**config.mk**
```make
export PLATFORM = sky130hd
export DESIGN_NAME = stdf_ctrl
export DESIGN_NICKNAME = d
export VERILOG_FILES = /design/src/design/stdf_pkg.sv /design/src/design/stdf_ctrl.sv
export SDC_FILE = /design/constraint.sdc
export NUM_CORES = 1
export LEC_CHECK = 0
export BUFFER_PORTS_ARGS = -buffer_cell sky130_fd_sc_hd__buf_4
export CORE_AREA = 2 2 39 41
export DETAILED_ROUTE_END_ITERATION = 10
export DIE_AREA = 0 0 41 43
export HOLD_SLACK_MARGIN = 0.05
export PLACE_DENSITY = 0.71
export SETUP_SLACK_MARGIN = 0.05
export SLEW_MARGIN = 30
export SYNTH_ARGS = -nofsm -noshare
export SYNTH_HDL_FRONTEND = slang
export SYNTH_SLANG_ARGS = --single-unit
export TNS_END_PERCENT = 20
```
**constraint.sdc**
```tcl
create_clock -name clk -period 2.2 [get_ports clk]
set_input_delay 0.11 -clock clk [delete_from_list [all_inputs] [get_ports clk]]
set_output_delay 0.11 -clock clk [all_outputs]
set_load 0.03 [all_outputs]
```
**src/design/stdf_pkg.sv**
```systemverilog
`timescale 1ns / 1ps
`default_nettype none

package stdf_pkg;

  localparam int MAX_STATIONS  = 64;
  localparam int HISTORY_DEPTH = 8;
  localparam int ALLOW_SLOTS   = 3;

  localparam int STA_W  = $clog2(MAX_STATIONS);
  localparam int HPTR_W = (HISTORY_DEPTH > 1) ? $clog2(HISTORY_DEPTH) : 1;
  localparam int HIDX_W = $clog2(MAX_STATIONS * HISTORY_DEPTH);
  localparam int CNT_W  = $clog2(HISTORY_DEPTH + 1);

  // older trigger modes
  localparam logic [1:0] OMODE_REJECT = 2'd0;
  localparam logic [1:0] OMODE_LIMIT  = 2'd1;
  localparam logic [1:0] OMODE_ACCEPT = 2'd2;

  // register indexes
  localparam logic [2:0] REG_TOL     = 3'd0;
  localparam logic [2:0] REG_MODE    = 3'd1;
  localparam logic [2:0] REG_LIMIT   = 3'd2;
  localparam logic [2:0] REG_HIST    = 3'd3;
  localparam logic [2:0] REG_ACOUNT  = 3'd4;
  localparam logic [2:0] REG_ALLOW_A = 3'd5;
  localparam logic [2:0] REG_ALLOW_B = 3'd6;
  localparam logic [2:0] REG_ALLOW_C = 3'd7;

  localparam logic [2:0] V_NEW       = 3'd0;
  localparam logic [2:0] V_UNTRACKED = 3'd1;
  localparam logic [2:0] V_ON_PASS   = 3'd2;
  localparam logic [2:0] V_OFF_MATCH = 3'd3;
  localparam logic [2:0] V_COMP_REJ  = 3'd4;
  localparam logic [2:0] V_OFF_NONE  = 3'd5;
  localparam logic [2:0] V_DUP       = 3'd6;
  localparam logic [2:0] V_OLD       = 3'd7;

  typedef struct packed {
    logic [39:0] site_code;
    logic [15:0] net_code;
    logic [23:0] comp_code;
    logic [15:0] loc_code;
    logic [43:0] time_on_ms;
    logic [43:0] time_off_ms;
    logic [31:0] trig_seq;
    logic [31:0] eta_at_on;
  } item_t;

  typedef enum logic [3:0] {
    ST_IDLE, ST_SRCH, ST_SRCH_W, ST_DECIDE, ST_SLOAD, ST_HRD, ST_HCHK,
    ST_OLDER, ST_COMMIT, ST_OUT
  } state_t;

  // controller to datapath
  typedef struct packed {
    logic load;       // capture item
    logic srch_rd;    // read station index
    logic new_sta;    // install new station
    logic sta_rd;     // read station record
    logic hist_rd;    // read history entry
    logic hist_adv;   // next history index
    logic off_write;  // store off time
    logic on_commit;  // store on entry
    logic set_verdict;
    logic [2:0] verdict;
  } cmd_t;

  // datapath to controller
  typedef struct packed {
    logic comp_ok;
    logic is_off;
    logic srch_done;
    logic key_hit;
    logic sta_valid;
    logic have_free;
    logic hist_done;
    logic off_match;
    logic dup;
    logic too_old;
  } stat_t;

endpackage

`default_nettype wire

```
**src/design/stdf_ctrl.sv**
```systemverilog
`timescale 1ns / 1ps
`default_nettype none

module stdf_ctrl (
  input  wire                  clk,
  input  wire                  rst,
  input  wire                  in_valid,
  input  wire                  out_busy,
  input  stdf_pkg::stat_t      stat,
  output logic                 in_ready,
  output stdf_pkg::cmd_t       cmd
);

  stdf_pkg::state_t state, state_next;

  // state register
  always_ff @(posedge clk) begin
    if (rst) state <= stdf_pkg::ST_IDLE;
    else state <= state_next;
  end

  // next state and commands
  always_comb begin
    state_next = state;
    cmd = '0;
    in_ready = 1'b0;
    case (state)
      stdf_pkg::ST_IDLE: begin
        in_ready = 1'b1;
        if (in_valid) begin
          cmd.load = 1'b1;
          state_next = stdf_pkg::ST_SRCH;
        end
      end
      stdf_pkg::ST_SRCH: begin
        if (!stat.comp_ok) begin
          cmd.set_verdict = 1'b1;
          cmd.verdict = stdf_pkg::V_COMP_REJ;
          state_next = stdf_pkg::ST_OUT;
        end else begin
          cmd.srch_rd = 1'b1;
          state_next = stdf_pkg::ST_SRCH_W;
        end
      end
      stdf_pkg::ST_SRCH_W: begin
        // one registered station record is checked per cycle
        if (stat.sta_valid && stat.key_hit) begin
          cmd.sta_rd = 1'b1;
          state_next = stdf_pkg::ST_SLOAD;
        end else if (stat.srch_done) begin
          state_next = stdf_pkg::ST_DECIDE;
        end else begin
          cmd.srch_rd = 1'b1;
        end
      end
      stdf_pkg::ST_DECIDE: begin
        cmd.set_verdict = 1'b1;
        if (stat.have_free) begin
          cmd.new_sta = 1'b1;
          cmd.verdict = stdf_pkg::V_NEW;
        end else begin
          cmd.verdict = stdf_pkg::V_UNTRACKED;
        end
        state_next = stdf_pkg::ST_OUT;
      end
      stdf_pkg::ST_SLOAD: begin
        if (stat.hist_done) begin
          state_next = stdf_pkg::ST_HCHK;
        end else begin
          cmd.hist_rd = 1'b1;
          state_next = stdf_pkg::ST_HRD;
        end
      end
      stdf_pkg::ST_HRD: state_next = stdf_pkg::ST_HCHK;
      stdf_pkg::ST_HCHK: begin
        if (stat.is_off) begin
          if (!stat.hist_done && stat.off_match) begin
            cmd.off_write = 1'b1;
            cmd.set_verdict = 1'b1;
            cmd.verdict = stdf_pkg::V_OFF_MATCH;
            state_next = stdf_pkg::ST_OUT;
          end else if (stat.hist_done) begin
            cmd.set_verdict = 1'b1;
            cmd.verdict = stdf_pkg::V_OFF_NONE;
            state_next = stdf_pkg::ST_OUT;
          end else begin
            cmd.hist_adv = 1'b1;
            state_next = stdf_pkg::ST_SLOAD;
          end
        end else begin
          if (!stat.hist_done && stat.dup) begin
            cmd.set_verdict = 1'b1;
            cmd.verdict = stdf_pkg::V_DUP;
            state_next = stdf_pkg::ST_OUT;
          end else if (stat.hist_done) begin
            state_next = stdf_pkg::ST_OLDER;
          end else begin
            cmd.hist_adv = 1'b1;
            state_next = stdf_pkg::ST_SLOAD;
          end
        end
      end
      stdf_pkg::ST_OLDER: begin
        cmd.set_verdict = 1'b1;
        if (stat.too_old) begin
          cmd.verdict = stdf_pkg::V_OLD;
          state_next = stdf_pkg::ST_OUT;
        end else begin
          cmd.verdict = stdf_pkg::V_ON_PASS;
          state_next = stdf_pkg::ST_COMMIT;
        end
      end
      stdf_pkg::ST_COMMIT: begin
        cmd.on_commit = 1'b1;
        state_next = stdf_pkg::ST_OUT;
      end
      stdf_pkg::ST_OUT: begin
        // wait for the result slot to be free
        if (!out_busy) state_next = stdf_pkg::ST_IDLE;
      end
      default: state_next = stdf_pkg::ST_IDLE;
    endcase
  end

  // only one store write per cycle
  a_one_write: assert property (@(posedge clk) disable iff (rst)
    !(cmd.new_sta && cmd.on_commit) && !(cmd.off_write && cmd.on_commit))
    else $error("two store writes in one cycle");
  a_ready_idle: assert property (@(posedge clk) disable iff (rst)
    in_ready |-> (state == stdf_pkg::ST_IDLE))
    else $error("ready outside idle");
  a_load_srch: assert property (@(posedge clk) disable iff (rst)
    cmd.load |=> (state == stdf_pkg::ST_SRCH))
    else $error("load not followed by search");

endmodule

`default_nettype wire

```
==> flow_summary.yaml <==
status:
  run_status: "finished clean"
floorplan:
  die_width_um: 41
  top_level_ports: 27
  dieArea_mm2: 0.001763
  fp.coreArea_mm2: 0.001384
  die_h_um: 43
  rows: 14
  initial_core_util: 0.3770
sta:
  rsz0062_at_grt: "false"
  setup_viol: 0
  tightest_slew_ns: 0.4924
  fin_tns_setup_ns: 0
  hold_viol: 0
  setup_ws_ns: 0.4362
  fin_crit_ns: 1.764
  min_period_over_period: 0.8017
  fin_skew_ns: 0.0008881
  finalMaxSlewViolations: 0
  max_slew_margin: 0.6713
  fmax_ghz: 0.5670
clocking:
  numClockSinks: 4
  postCtsSetupRepairBufs: 0
  htree_levels: 1
  tritoncts: "built"
  ctsResizeCount: 0
  hold_buffers: 0
  clk_path_buf_depth: 2
  clk_pin_slew_worst_paths_ns: 0.03
  clock_latency_ns: 0.23
  cts-root-buf: "clkbuf_4"
  cts_buffers: 3
power_and_ir_drop:
  p_leak_nw: 0.3167
  peakVddDrop_mv: 0.5814
  p_per_area_mw_per_mm2: 997.7
grt:
  grt_pass1_vias: 559
  grt_max_degree: 17
  antenna_found_initial: 0
  grt_pass1_wl_um: 2339
  gr-total-overflow: 0
  track_usage: 0.1866
critical_path:
  cp_data_required_time_ns: 2.09
  crit_buf_inv: 1
  crit_chain: "nand2_1 > o32ai_1 > buf_4"
  cp-end-kind: "output pin"
  cpLargestDelayFamily: "flip-flops"
  start_kind: "flop"
  crit_fanout: 16
  rr_worst_depth: 5
  reg2reg_to: "state[0]$_SDFFE_PP0P_"
  arrival_ns: 1.65
  crit-reg2reg-launch: "state[0]$_SDFFE_PP0P_"
  max_stage_delay_ns: 0.62
  cp_slowest_cell: "dfxtp_1"
  worst-setup-path-type: "flop to output pin"
  startpoint: "state[2]$_SDFFE_PP0P_"
  reg2reg_slack_ns: 0.68
routing:
  first_pass_iters: 4
  vias: 653
  drt-initial-drc-count: 9
  antenna_left: 0
  routedWlPerCell_um: 12.06
  via_per_inst: 5.352
  wl_um: 1471
  drc: 0
synthesis:
  synth_area_um2: 521.8
  syn_nets: 97
  yosysUniqueCellTypes: 28
  ys_ff_latch: 4
  syn_area_per_cell_um2: 6.286
  synth_area_leaders: "dfxtp_1 (15%), nor2_1 (9.4%), nand2_1 (7.2%)"
  synth_warnings: 0
  seq_area_frac_synth: 0.1535
  synth_top_cell_area_share: 0.1535
  synth_area_leader_cell: "dfxtp_1"
  syn_inst: 83
run:
  max-cap-violations: 0
layout:
  regMostFlops: "state"
  top_regs: "state: 4 flops"
  num_antenna_cells: 0
  drive_above_1_share: 0.2925
  area_growth_pct: 39.81
  largest_register_ffs: 4
  num-nets-final: 122
worst_hold_path:
  min_to: "state[0]$_SDFFE_PP0P_"
  hold_class: "input port to flop"
  min_path_cells: 2
  min-delay-start: "rst"
placed_design:
  dpl_worst_slack_ns: 0.6906
  gp_congestion: 0.8126
  dp_hpwl_um: 1102
  place.port_buffers: 26
-- through the flow --
step           total power (W)  utilization  cell area [um2]  std cells  hold slack, ns
6_report             0.0007278       0.5271            729.5        122         0.06524
5_1_grt              0.0007912       0.5271            729.5        122         0.06591
4_1_cts              0.0007358       0.5271            729.5        122         0.05808
3_5_place_dp         0.0006407       0.5109            706.9        119          0.3015
3_3_place_gp         0.0006367       0.5109            706.9        119          0.2984
2_1_floorplan        0.0005096            -            521.8         83          0.1791
-- Yosys cell counts, drive strengths merged --
| cell type | count |
|---|---|
| nor2 | 13 |
| nand2 | 10 |
| o21ai | 8 |
| a21oi | 7 |
| buf | 6 |
| dfxtp | 4 |
| nand2b | 4 |
| nor3 | 4 |
| nor2b | 3 |
| and3 | 2 |
| mux2i | 2 |
| nand3 | 2 |
| nor3b | 2 |
| nor4 | 2 |
| o21a | 2 |
| o32ai | 2 |
| a22oi | 1 |
| a2bb2oi | 1 |
| a31oi | 1 |
| inv | 1 |
| mux2 | 1 |
| nand3b | 1 |
| nand4 | 1 |
| nor4b | 1 |
| or2 | 1 |
| or3 | 1 |
-- area by class of cell --
class                   count  area, um2
clock buffers               3      22.52
fillers                   160      654.4
inverters                   1      3.754
multi-input cells          72      407.9
flip-flops and latches      4      80.08
well taps                  16      20.02
repair buffers             26      195.2
-- logic make-up after synthesis --
kind of cell | count (synthesis) | share of synthesized area
simple gates | 47 | 0.4509
mux | 3 | 0.06714
flops | 4 | 0.1535
buf+inv | 7 | 0.06474
compound gates | 22 | 0.2638
-- report_power, final --
part            total, W  leakage [nW]  switching [W]  internal (W)
logic           0.000482         0.270       0.000276      0.000206
clock network  0.0000864        0.0138      0.0000257     0.0000607
registers       0.000159        0.0327      0.0000665     0.0000928
-- worst max path at each step --
stage	endpoint	slack, ns	depth (start not counted)
4_1_cts	cmd[2]	0.47	3
3_5_place_dp	state[0]$_SDFFE_PP0P_	0.69	5
6_report	cmd[2]	0.44	3
5_1_grt	cmd[2]	0.31	3
3_3_place_gp	state[0]$_SDFFE_PP0P_	0.73	5
2_1_floorplan	cmd[7]	0.39	3
-- cells in the final DEF, fill, tap and decap left out --
cell,Yosys,final
nand3b_1,1,1
nor4b_1,1,1
mux2_4,1,1
inv_1,1,1
a22oi_1,1,1
o21ai_1,1,1
nand3_1,2,2
a21oi_1,7,7
clkbuf_4,0,3
or3_1,1,1
nor3b_1,2,2
o32ai_2,1,1
o32ai_1,1,1
nor2_1,13,13
a2bb2oi_1,1,1
buf_4,0,26
o21ai_0,7,7
a31oi_1,1,1
mux2i_1,2,2
nor2b_1,3,3
nand2b_1,4,4
dfxtp_1,4,4
nor4_1,2,2
or2_0,1,1
o21a_1,2,2
and3_1,2,2
nand4_1,1,1
nor3_1,4,4
nand2_1,10,10
-- metal layers --
| layer | part of all wire | track usage | vias to the layer above |
|---|---|---|---|
| met3 | 0.036 | 0.01571 | 0 |
| met1 | 0.46 | 0.2596 | 294 |
| met2 | 0.51 | 0.2906 | 16 |
| met5 | 0 | 0 | - |
| li1 | - | - | 343 |
| met4 | 0 | 0.06000 | 0 |
-- worst register-to-register path, stage by stage, from the launching register on --
cell and delay, ns:
dfxtp_1 0.57, nor2b_1 0.32, a22oi_1 0.12, o21ai_0 0.22, o21ai_1 0.08, a21oi_1 0.13
Note: power is estimated with default switching activity, not from simulation.
